File: config.mk
export PLATFORM = sky130hd
export DESIGN_NAME = ethernet_rx_address_filter_cam
export DESIGN_NICKNAME = d
export VERILOG_FILES = /design/src/hdl/erx_afc_pkg.sv /design/src/hdl/ethernet_rx_address_filter_cam.sv
export SDC_FILE = /design/constraint.sdc
export NUM_CORES = 2
export LEC_CHECK = 0
export ABC_AREA = 1
export BUFFER_PORTS_ARGS = -buffer_cell sky130_fd_sc_hd__buf_2
export CAP_MARGIN = 20
export CELL_PAD_IN_SITES_DETAIL_PLACEMENT = 1
export CELL_PAD_IN_SITES_GLOBAL_PLACEMENT = 1
export CORE_AREA = 2 2 444 226
export CTS_BUF_LIST = sky130_fd_sc_hd__clkbuf_8
export CTS_CLUSTER_DIAMETER = 30
export DETAILED_ROUTE_END_ITERATION = 16
export DIE_AREA = 0 0 446 228
export PLACE_DENSITY_LB_ADDON = 0.12
export SETUP_SLACK_MARGIN = 0.4
export SKIP_CTS_REPAIR_TIMING = 1
export SLEW_MARGIN = 20
export SYNTH_ARGS = -nofsm -noshare
export SYNTH_HDL_FRONTEND = slang
export SYNTH_SLANG_ARGS = --single-unit
File: constraint.sdc
create_clock -name clk_i -period 10.7 [get_ports clk_i]
set_clock_uncertainty 0.05 [all_clocks]
set_input_delay 1.605 -clock clk_i [delete_from_list [all_inputs] [get_ports clk_i]]
set_output_delay 1.605 -clock clk_i [all_outputs]
set_load 0.02 [all_outputs]
File: src/hdl/erx_afc_pkg.sv
// constants, codes and helpers for the receive address filter cam
// no dependencies; used by ethernet_rx_address_filter_cam
`timescale 1ns / 1ps

package erx_afc_pkg;

  // field widths
  localparam int unsigned IndexW    = 4;
  localparam int unsigned WordW     = 16;
  localparam int unsigned AddrW     = 48;
  localparam int unsigned LenW      = 11;
  localparam int unsigned ReasonW   = 2;
  localparam int unsigned MaskW     = 16;
  localparam int unsigned CfgIndexW = 3;
  localparam int unsigned CfgDataW  = 16;

  // stream packing: tdata widths rounded up to whole bytes
  localparam int unsigned InFieldsW  = IndexW + 3 * WordW + AddrW + LenW;
  localparam int unsigned InDataW    = ((InFieldsW + 7) / 8) * 8;
  localparam int unsigned OutFieldsW = 3 + ReasonW;
  localparam int unsigned OutDataW   = ((OutFieldsW + 7) / 8) * 8;

  // store size
  localparam int unsigned EntryCountDefault = 16;

  // length limits, bytes
  localparam int unsigned MaxFrameBytes = 1518;
  localparam int unsigned MinFrameBytes = 64;
  localparam int unsigned FcsBytes      = 4;

  // address constants
  localparam logic [AddrW-1:0] BcastAddr = {AddrW{1'b1}};
  localparam int unsigned      GroupBit  = 40;

  // item kinds
  localparam logic KindLoad  = 1'b0;
  localparam logic KindCheck = 1'b1;

  // reject reasons
  localparam logic [ReasonW-1:0] ReasonNone   = 2'd0;
  localparam logic [ReasonW-1:0] ReasonLength = 2'd1;
  localparam logic [ReasonW-1:0] ReasonMiss   = 2'd2;
  localparam logic [ReasonW-1:0] ReasonRunt   = 2'd3;

  // configuration register indexes
  localparam logic [CfgIndexW-1:0] CfgPromisc   = 3'd0;
  localparam logic [CfgIndexW-1:0] CfgAllMcast  = 3'd1;
  localparam logic [CfgIndexW-1:0] CfgBcast     = 3'd2;
  localparam logic [CfgIndexW-1:0] CfgRunts     = 3'd3;
  localparam logic [CfgIndexW-1:0] CfgEntryMask = 3'd4;

  // descriptor word byte swap
  function automatic logic [WordW-1:0] swap16(input logic [WordW-1:0] w);
    swap16 = {w[7:0], w[15:8]};
  endfunction

endpackage

File: src/hdl/ethernet_rx_address_filter_cam.sv
// receive destination address filter with a small address cam
// depends on erx_afc_pkg
`timescale 1ns / 1ps

// usage
//   s_axis: one request per item. tuser is the kind: load writes one cam
//   entry from three byte-swapped descriptor words and gives no result;
//   check filters a frame's destination address and length and gives one
//   verdict on m_axis.
//   cfg: register writes (index, data), always ready; write only while the
//   block is idle.
// throughput
//   one item per cycle while no check waits on a stalled m_axis. a check
//   request is taken into the input register, and the up to 16-way compare
//   and verdict logic fill the result register from it. loads retire in the
//   input stage.
// reset
//   clears all cam entries and config registers to zero and empties both
//   stages. cam entries at or above 16 cannot be loaded or matched, so only
//   the first min(ENTRY_COUNT, 16) entries are built.
// back pressure
//   while m_axis is stalled with a verdict pending, a check in the input
//   register waits and s_axis_tready_o drops; a load still retires.
module ethernet_rx_address_filter_cam #(
  parameter int unsigned ENTRY_COUNT = erx_afc_pkg::EntryCountDefault
) (
  input  logic                               clk_i,
  input  logic                               rst_ni,
  // input stream
  input  logic                               s_axis_tvalid_i,
  output logic                               s_axis_tready_o,
  // entry_index[3:0], word_high[19:4], word_middle[35:20], word_low[51:36],
  // dest_address[99:52], frame_length[110:100], zero pad
  input  logic [erx_afc_pkg::InDataW-1:0]    s_axis_tdata_i,
  // kind[0]
  input  logic                               s_axis_tuser_i,
  // result stream
  output logic                               m_axis_tvalid_o,
  input  logic                               m_axis_tready_i,
  // accepted[0], broadcast_hit[1], multicast_hit[2], reject_reason[4:3], zero pad
  output logic [erx_afc_pkg::OutDataW-1:0]   m_axis_tdata_o,
  // configuration writes
  input  logic                               cfg_valid_i,
  output logic                               cfg_ready_o,
  input  logic [erx_afc_pkg::CfgIndexW-1:0]  cfg_index_i,
  input  logic [erx_afc_pkg::CfgDataW-1:0]   cfg_data_i
);

  // entries the 4-bit index and 16-bit mask can reach
  localparam int unsigned LiveCount = (ENTRY_COUNT < 16) ? ENTRY_COUNT : 16;
  localparam int unsigned CntW      = erx_afc_pkg::LenW + 1;

  // config registers
  logic                              promisc_q;
  logic                              all_mcast_q;
  logic                              bcast_q;
  logic                              runts_q;
  logic [erx_afc_pkg::MaskW-1:0]     entry_mask_q;

  // input register
  logic                              s1_valid_q;
  logic                              s1_kind_q;
  logic [erx_afc_pkg::IndexW-1:0]    s1_index_q;
  logic [erx_afc_pkg::WordW-1:0]     s1_word_hi_q;
  logic [erx_afc_pkg::WordW-1:0]     s1_word_mid_q;
  logic [erx_afc_pkg::WordW-1:0]     s1_word_lo_q;
  logic [erx_afc_pkg::AddrW-1:0]     s1_addr_q;
  logic [erx_afc_pkg::LenW-1:0]      s1_len_q;

  // address cam
  logic [erx_afc_pkg::AddrW-1:0]     cam_q [LiveCount];
  logic [erx_afc_pkg::AddrW-1:0]     load_addr;
  logic [LiveCount-1:0]              hit_vec;

  // result register
  logic                              out_valid_q;
  logic                              out_accepted_q;
  logic                              out_bcast_q;
  logic                              out_mcast_q;
  logic [erx_afc_pkg::ReasonW-1:0]   out_reason_q;

  // handshake
  logic                              out_free;
  logic                              s1_advance;
  logic                              in_take;
  logic                              s1_load;
  logic                              s1_check_go;

  // verdict logic
  logic                              len_bad;
  logic                              is_bcast;
  logic                              is_group;
  logic                              cam_hit;
  logic [CntW-1:0]                   len_fcs;
  logic                              is_runt;
  logic                              v_ok;
  logic                              v_bcast;
  logic                              v_mcast;
  logic [erx_afc_pkg::ReasonW-1:0]   v_reason;

  // ---------------------------------------------------------------------------
  // handshake: loads always retire, checks need a free result register
  // ---------------------------------------------------------------------------
  assign out_free        = !out_valid_q || m_axis_tready_i;
  assign s1_load         = s1_valid_q && (s1_kind_q == erx_afc_pkg::KindLoad);
  assign s1_check_go     = s1_valid_q && (s1_kind_q == erx_afc_pkg::KindCheck) && out_free;
  assign s1_advance      = s1_load || s1_check_go;
  assign s_axis_tready_o = !s1_valid_q || s1_advance;
  assign in_take         = s_axis_tvalid_i && s_axis_tready_o;
  assign cfg_ready_o     = 1'b1;

  // ---------------------------------------------------------------------------
  // configuration registers
  // ---------------------------------------------------------------------------
  always_ff @(posedge clk_i or negedge rst_ni) begin
    if (!rst_ni) begin
      promisc_q    <= 1'b0;
      all_mcast_q  <= 1'b0;
      bcast_q      <= 1'b0;
      runts_q      <= 1'b0;
      entry_mask_q <= '0;
    end else if (cfg_valid_i) begin
      case (cfg_index_i)
        erx_afc_pkg::CfgPromisc:   promisc_q    <= cfg_data_i[0];
        erx_afc_pkg::CfgAllMcast:  all_mcast_q  <= cfg_data_i[0];
        erx_afc_pkg::CfgBcast:     bcast_q      <= cfg_data_i[0];
        erx_afc_pkg::CfgRunts:     runts_q      <= cfg_data_i[0];
        erx_afc_pkg::CfgEntryMask: entry_mask_q <= cfg_data_i;
        default: ;
      endcase
    end
  end

  // ---------------------------------------------------------------------------
  // input register
  // ---------------------------------------------------------------------------
  always_ff @(posedge clk_i or negedge rst_ni) begin
    if (!rst_ni) begin
      s1_valid_q <= 1'b0;
    end else if (s_axis_tready_o) begin
      s1_valid_q <= s_axis_tvalid_i;
    end
  end

  always_ff @(posedge clk_i) begin
    if (in_take) begin
      s1_kind_q     <= s_axis_tuser_i;
      s1_index_q    <= s_axis_tdata_i[3:0];
      s1_word_hi_q  <= s_axis_tdata_i[19:4];
      s1_word_mid_q <= s_axis_tdata_i[35:20];
      s1_word_lo_q  <= s_axis_tdata_i[51:36];
      s1_addr_q     <= s_axis_tdata_i[99:52];
      s1_len_q      <= s_axis_tdata_i[110:100];
    end
  end

  // ---------------------------------------------------------------------------
  // address cam: parallel compare, one entry written per load
  // ---------------------------------------------------------------------------
  assign load_addr = {erx_afc_pkg::swap16(s1_word_hi_q),
                      erx_afc_pkg::swap16(s1_word_mid_q),
                      erx_afc_pkg::swap16(s1_word_lo_q)};

  for (genvar g = 0; g < LiveCount; g++) begin : g_entry
    always_ff @(posedge clk_i or negedge rst_ni) begin
      if (!rst_ni) begin
        cam_q[g] <= '0;
      end else if (s1_load && (s1_index_q == erx_afc_pkg::IndexW'(g))) begin
        cam_q[g] <= load_addr;
      end
    end

    assign hit_vec[g] = entry_mask_q[g] && (cam_q[g] == s1_addr_q);
  end

  assign cam_hit = |hit_vec;

  // ---------------------------------------------------------------------------
  // verdict: length, then promiscuous, broadcast, group, cam, then runt
  // ---------------------------------------------------------------------------
  assign len_bad  = (s1_len_q == '0) ||
                    (s1_len_q > erx_afc_pkg::LenW'(erx_afc_pkg::MaxFrameBytes));
  assign is_bcast = (s1_addr_q == erx_afc_pkg::BcastAddr);
  assign is_group = s1_addr_q[erx_afc_pkg::GroupBit];
  assign len_fcs  = {1'b0, s1_len_q} + CntW'(erx_afc_pkg::FcsBytes);
  assign is_runt  = (len_fcs < CntW'(erx_afc_pkg::MinFrameBytes)) && !runts_q;

  always_comb begin
    v_ok     = 1'b0;
    v_bcast  = 1'b0;
    v_mcast  = 1'b0;
    v_reason = erx_afc_pkg::ReasonNone;
    if (len_bad) begin
      v_reason = erx_afc_pkg::ReasonLength;
    end else begin
      if (promisc_q) begin
        v_ok = 1'b1;
      end else if (is_bcast && (all_mcast_q || bcast_q)) begin
        v_ok    = 1'b1;
        v_bcast = 1'b1;
      end else if (is_group && all_mcast_q) begin
        v_ok    = 1'b1;
        v_mcast = 1'b1;
      end else if (cam_hit) begin
        v_ok = 1'b1;
      end
      if (!v_ok) begin
        v_reason = erx_afc_pkg::ReasonMiss;
      end else if (is_runt) begin
        // hit flags stay visible on a runt
        v_ok     = 1'b0;
        v_reason = erx_afc_pkg::ReasonRunt;
      end
    end
  end

  // ---------------------------------------------------------------------------
  // result register
  // ---------------------------------------------------------------------------
  always_ff @(posedge clk_i or negedge rst_ni) begin
    if (!rst_ni) begin
      out_valid_q <= 1'b0;
    end else if (out_free) begin
      out_valid_q <= s1_check_go;
    end
  end

  always_ff @(posedge clk_i) begin
    if (s1_check_go) begin
      out_accepted_q <= v_ok;
      out_bcast_q    <= v_bcast;
      out_mcast_q    <= v_mcast;
      out_reason_q   <= v_reason;
    end
  end

  assign m_axis_tvalid_o = out_valid_q;
  assign m_axis_tdata_o  = {{(erx_afc_pkg::OutDataW - erx_afc_pkg::OutFieldsW){1'b0}},
                            out_reason_q, out_mcast_q, out_bcast_q, out_accepted_q};

  // ---------------------------------------------------------------------------
  // assertions
  // ---------------------------------------------------------------------------
  // a load never produces a result
  a_load_silent: assert property (@(posedge clk_i) disable iff (!rst_ni)
    s1_load |=> (out_valid_q == $past(out_valid_q && !m_axis_tready_i)))
    else $error("load request produced a result");

  // accepted exactly when no reject reason
  a_ok_reason: assert property (@(posedge clk_i) disable iff (!rst_ni)
    out_valid_q |-> (out_accepted_q == (out_reason_q == erx_afc_pkg::ReasonNone)))
    else $error("accepted flag disagrees with reject reason");

  // length or address rejects carry no hit flags
  a_no_flags: assert property (@(posedge clk_i) disable iff (!rst_ni)
    (out_valid_q && (out_reason_q == erx_afc_pkg::ReasonLength ||
                     out_reason_q == erx_afc_pkg::ReasonMiss))
      |-> (!out_bcast_q && !out_mcast_q))
    else $error("hit flag set on a length or miss reject");

  // broadcast and multicast are exclusive
  a_flags_excl: assert property (@(posedge clk_i) disable iff (!rst_ni)
    out_valid_q |-> !(out_bcast_q && out_mcast_q))
    else $error("broadcast and multicast both set");

endmodule
Word-level counts from Yosys, hierarchy flattened
Cells that the tools add are included.

storage, ports and cells
  word-level logic and storage cells = 144
  memories = 0
  bits in latches = 0
  bits in registers = 907
  bits in read-only memories = 0
  bits in writable memories = 0
  output and inout bits = 11

operators by class
  reductions and logical operators = 59
  divide/modulo/power cells = 0
  shifts and indexed selects = 0
  mux-type cells = 10
  $mul = 0
  bitwise gates (word level) = 2
  order comparisons = 2
  equality and inequality tests = 36
  add/subtract/negate cells = 1

operators by type and width
  kind                                                                   number
  48-bit == test                                                         16
  48-bit == test, second input constant                                  1
  1-bit logical AND                                                      39
  4-bit == test, second input constant                                   8
  4-bit by 3-bit == test with 1-bit output, second input constant        4
  16-bit OR reduction                                                    1
  11-bit by 3-bit adder with 12-bit output, second input constant        1
  12-bit by 7-bit < comparator with 1-bit output, second input constant  1
  11-bit > comparator, second input constant                             1
  11-bit zero test                                                       1
  2-bit AND reduction                                                    5
  4-bit by 2-bit == test with 1-bit output, second input constant        2
  1-bit 2-to-1 mux                                                       8
  3-bit by 2-bit == test with 1-bit output, second input constant        2
  1-bit logical OR                                                       5
  4-bit by 1-bit == test with 1-bit output, second input constant        1
  4-bit zero test                                                        1
  2-bit 2-to-1 mux                                                       2
  2-bit OR reduction                                                     2
  3-bit by 1-bit == test with 1-bit output, second input constant        1
  3-bit == test, second input constant                                   1
  1-bit zero test                                                        3
  3-bit zero test                                                        1
  3-bit OR reduction                                                     1
  1-bit NOT                                                              2

Longest topological paths before layout
  depth after elaboration = 10
  gate-level depth with buffers = 17
  depth with buffers taken out = 15

Worst setup path after synthesis
Ideal clock, no wire load.

  kind = input -> register
  start = in m_axis_tready_i
  end = reg s1_addr_q[0] (netlist bit) (enable)
  stages on the path = 4
  setup slack = 3.627 ns
  buffers on the path = 0
  arrival time = 6.438 ns
  path through = nor2_1 inv_1 nor2_1 nor2_1

between the ends
  cells in the longest elaborated chain, start to end = 5

ends and longest elaborated chain
  element               RTL line                               source
  start, declared       ethernet_rx_address_filter_cam.sv:39   input logic m_axis_tready_i,
  1-bit logical OR      ethernet_rx_address_filter_cam.sv:104  assign out_free = !out_valid_q || m_axis_tready_i;
  1-bit logical AND     ethernet_rx_address_filter_cam.sv:106  assign s1_check_go = s1_valid_q && (s1_kind_q == erx_afc_pkg::KindCheck) && out_free;
  1-bit logical OR      ethernet_rx_address_filter_cam.sv:107  assign s1_advance = s1_load || s1_check_go;
  1-bit logical OR      ethernet_rx_address_filter_cam.sv:108  assign s_axis_tready_o = !s1_valid_q || s1_advance;
  1-bit logical AND     ethernet_rx_address_filter_cam.sv:109  assign in_take = s_axis_tvalid_i && s_axis_tready_o;
  named net in_take     ethernet_rx_address_filter_cam.sv:85   logic in_take;
  end signal, assigned  ethernet_rx_address_filter_cam.sv:152  s1_addr_q <= s_axis_tdata_i[99:52];
  end, declared         ethernet_rx_address_filter_cam.sv:67   logic [erx_afc_pkg::AddrW-1:0] s1_addr_q;

The timed path passes the listed nets, and every way through them passes these cells.
A chain may end at the register's enable or synchronous reset.

Final worst setup path
  start = in m_axis_tready_i
  end = out s_axis_tready_o

between the ends
  cells in the longest elaborated chain, start to end = 4

ends and longest elaborated chain
  element            RTL line                               source
  1-bit logical OR   ethernet_rx_address_filter_cam.sv:104
  1-bit logical AND  ethernet_rx_address_filter_cam.sv:106
  1-bit logical OR   ethernet_rx_address_filter_cam.sv:107
  1-bit logical OR   ethernet_rx_address_filter_cam.sv:108
  end, declared      ethernet_rx_address_filter_cam.sv:31   output logic s_axis_tready_o,

No other way between the ends.

==> results.ini <==
[cts]
clock-sinks = 907
clkTransAtPathRegs_ns = 0.06
cts-buffers-inserted = 158
clockRootBuffer = clkbuf_8
cts_tree = done
clk_latency_ns = 0.90
htreeDepth = 4
cts_max_path_buffers = 3

[sta]
finalHoldViolations = 0
fmax_mhz = 249
rsz0062_at_grt = no
min_period_over_period_pct = 37.6
slew_violations = 0
worst_slew_pin_slew_ns = 1.17
setup_viol = 0
min_period_ns = 4.02
finalSetupTns_ns = 0
relSlewSlack_pct = 22.2
whs_ns = 0.432

[final_layout]
layout.cells.non_filler = 6979
areaGrowthSynthToFinish_pct = 11.5
fin_util_pct = 49.4
final_nets = 5665
drive_above_1_share_pct = 9.90
register_area_mm2 = 0.0233
multi_input_area_mm2 = 0.0175
n_fill_cell = 11982

[logic_synthesis]
synth-edff-count = 117
yosys.area.top_type_share_pct = 45.3
synth_area_mm2 = 0.0436
ys_ff_latch = 907
ys_types = 38
ys_top_cells_by_count = 1,927 x nand2_1, 1,017 x o21ai_0, 790 x dfrtp_1
synth.area.top_cells = dfrtp_1 45%, nand2_1 17%, o21ai_0 12%
synth_area_leader_cell = dfrtp_1
syn_area_per_cell_um2 = 8.00
yosysWarnings = 0
seq_area_frac_synth_pct = 53.3
async_reset_ff_share_pct = 87.1
synthCells = 5453
yosysMostFrequentCell = nand2_1
synthFlopType = dfrtp_1

[critical_path]
regToRegEndpoint = out_reason_q[1]
cp-start-kind = input port
r2r_start = s1_addr_q[7]
slowest_stage = nor2_1
crit_type = input port to output pin
end_kind = output pin
regToRegSetupSlack_ns = 6.69
crit_fanout = 2
startpoint = m_axis_tready_i
reg2regPathDepth = 15
max_stage_delay_ns = 0.21
crit_path_cell_trace = buf_2 > nor2_1 > inv_1 > nor2_1 > inv_1 > buf_2
cp.required_ns = 9.05
arrival_ns = 2.36

[routing]
drcViolationCount = 0
drt_iter0_drc = 6612
wl_per_cell_um = 31.4
dr.pass1.iters = 6
vias = 41119
ant_nets = 0
routed_via_density = 5.89
routed_wl_mm = 219

[min_path]
hp-class = register to register
hold_depth = 2
min_to = cam_q[451]
worstHoldStart = cam_q[451]

[die]
die_x_um = 446
dieArea_mm2 = 0.102
start_util_pct = 44.3
num_rows = 82
top_level_ports = 148
die_y_um = 228
coreArea_mm2 = 0.0985

[pwr]
p_per_area_mw_per_mm2 = 214
power_w = 0.0104
vdd_drop_max_mv = 0.102
leakage_nw = 23.0

[placed_design]
io_buffers = 142
place.gp.congestion = 0.981
dp_hpwl_mm = 138
dp_cells = 6667

[global_route]
grt_pass1_vias = 38296
grt_usage_pct = 43.1
grt_max_degree = 175
grt_pass1_wl_mm = 304
antenna_found_initial = 37
grt-ovfl-total = 0

[run]
maxCapViolCount = 0

[status]
status = complete, no violations

[layout make-up]
| cell class | instances | share of cell area [%] |
|---|---|---|
| Inverter | 366 | 2.83 |
| Clock buffer | 183 | 5.17 |
| Sequential cell | 907 | 47.8 |
| Timing Repair Buffer | 247 | 3.30 |
| Tap cell | 1302 | 3.35 |
| Multi-Input combinational cell | 3848 | 35.8 |
| Antenna cell | 21 | 0.108 |
| Clock inverter | 105 | 1.57 |
[state kept, by name, summed over array words and instances (netlist names), 2 cells and up]
register,flops
s1_word_lo_q,16
s1_word_hi_q,16
s1_word_mid_q,16
out_reason_q,2
s1_len_q,11
s1_index_q,4
cam_q,768
s1_addr_q,48
entry_mask_q,16
[placed cells by master (no fill, tap or decap), drive strengths merged, types with 49 or more instances in the layout]
cell type,n
nand2,1928
o21ai,1071
dfrtp,790
nor2,464
inv,412
buf,247
clkbuf,183
xnor2,157
edfxtp,117
xor2,66
nand3,49
[logic make-up after synthesis]
family                 Yosys count  share of synthesized area (%)
XOR/XNOR                       223                           4.47
flip-flops                     907                           53.3
AO/OA/AOI/OAI                 1133                           13.2
AND/OR/NAND/NOR               2475                           21.6
buffers and inverters          700                           7.03
other                            2                         0.0172
multiplexers                    13                          0.335
[per-stage QoR]
step | area [um2] | setup WS (ns)
2_1_floorplan | 43700 | 3.63
3_3_place_gp | 45200 | 6.50
3_5_place_dp | 45300 | 6.48
4_1_cts | 48500 | 6.67
5_1_grt | 48600 | 6.59
6_report | 48700 | 6.68
[where the power goes]
group	internal, W	leakage [nW]	switching [W]
registers	0.00417	11.3	0.000561
clock network	0.00183	1.85	0.00162
logic	0.000717	9.81	0.00150
[critical path: cells and delay by family]
kind	cells	cell delay (ns)
buf+inv	4	0.41
simple gates	2	0.34
[per-layer routing]
layer	track usage [%]	up-vias	routed length (um)
met2	55.0	2605	83200
li1	-	17481	-
met5	0	-	171
met1	62.7	20564	92000
met4	15.4	18	7580
met3	20.1	451	35800
[how the worst max path moves through the flow]
stage | to | slack, ns | cells after the start
5_1_grt | s_axis_tready_o | 6.59 | 6
2_1_floorplan | s1_addr_q[0] | 3.63 | 4
6_report | s_axis_tready_o | 6.68 | 6
3_3_place_gp | cam_q[432] | 6.50 | 3
3_5_place_dp | cam_q[524] | 6.48 | 3
4_1_cts | s_axis_tready_o | 6.67 | 6
No activity file was read; power rests on OpenSTA's default activity.
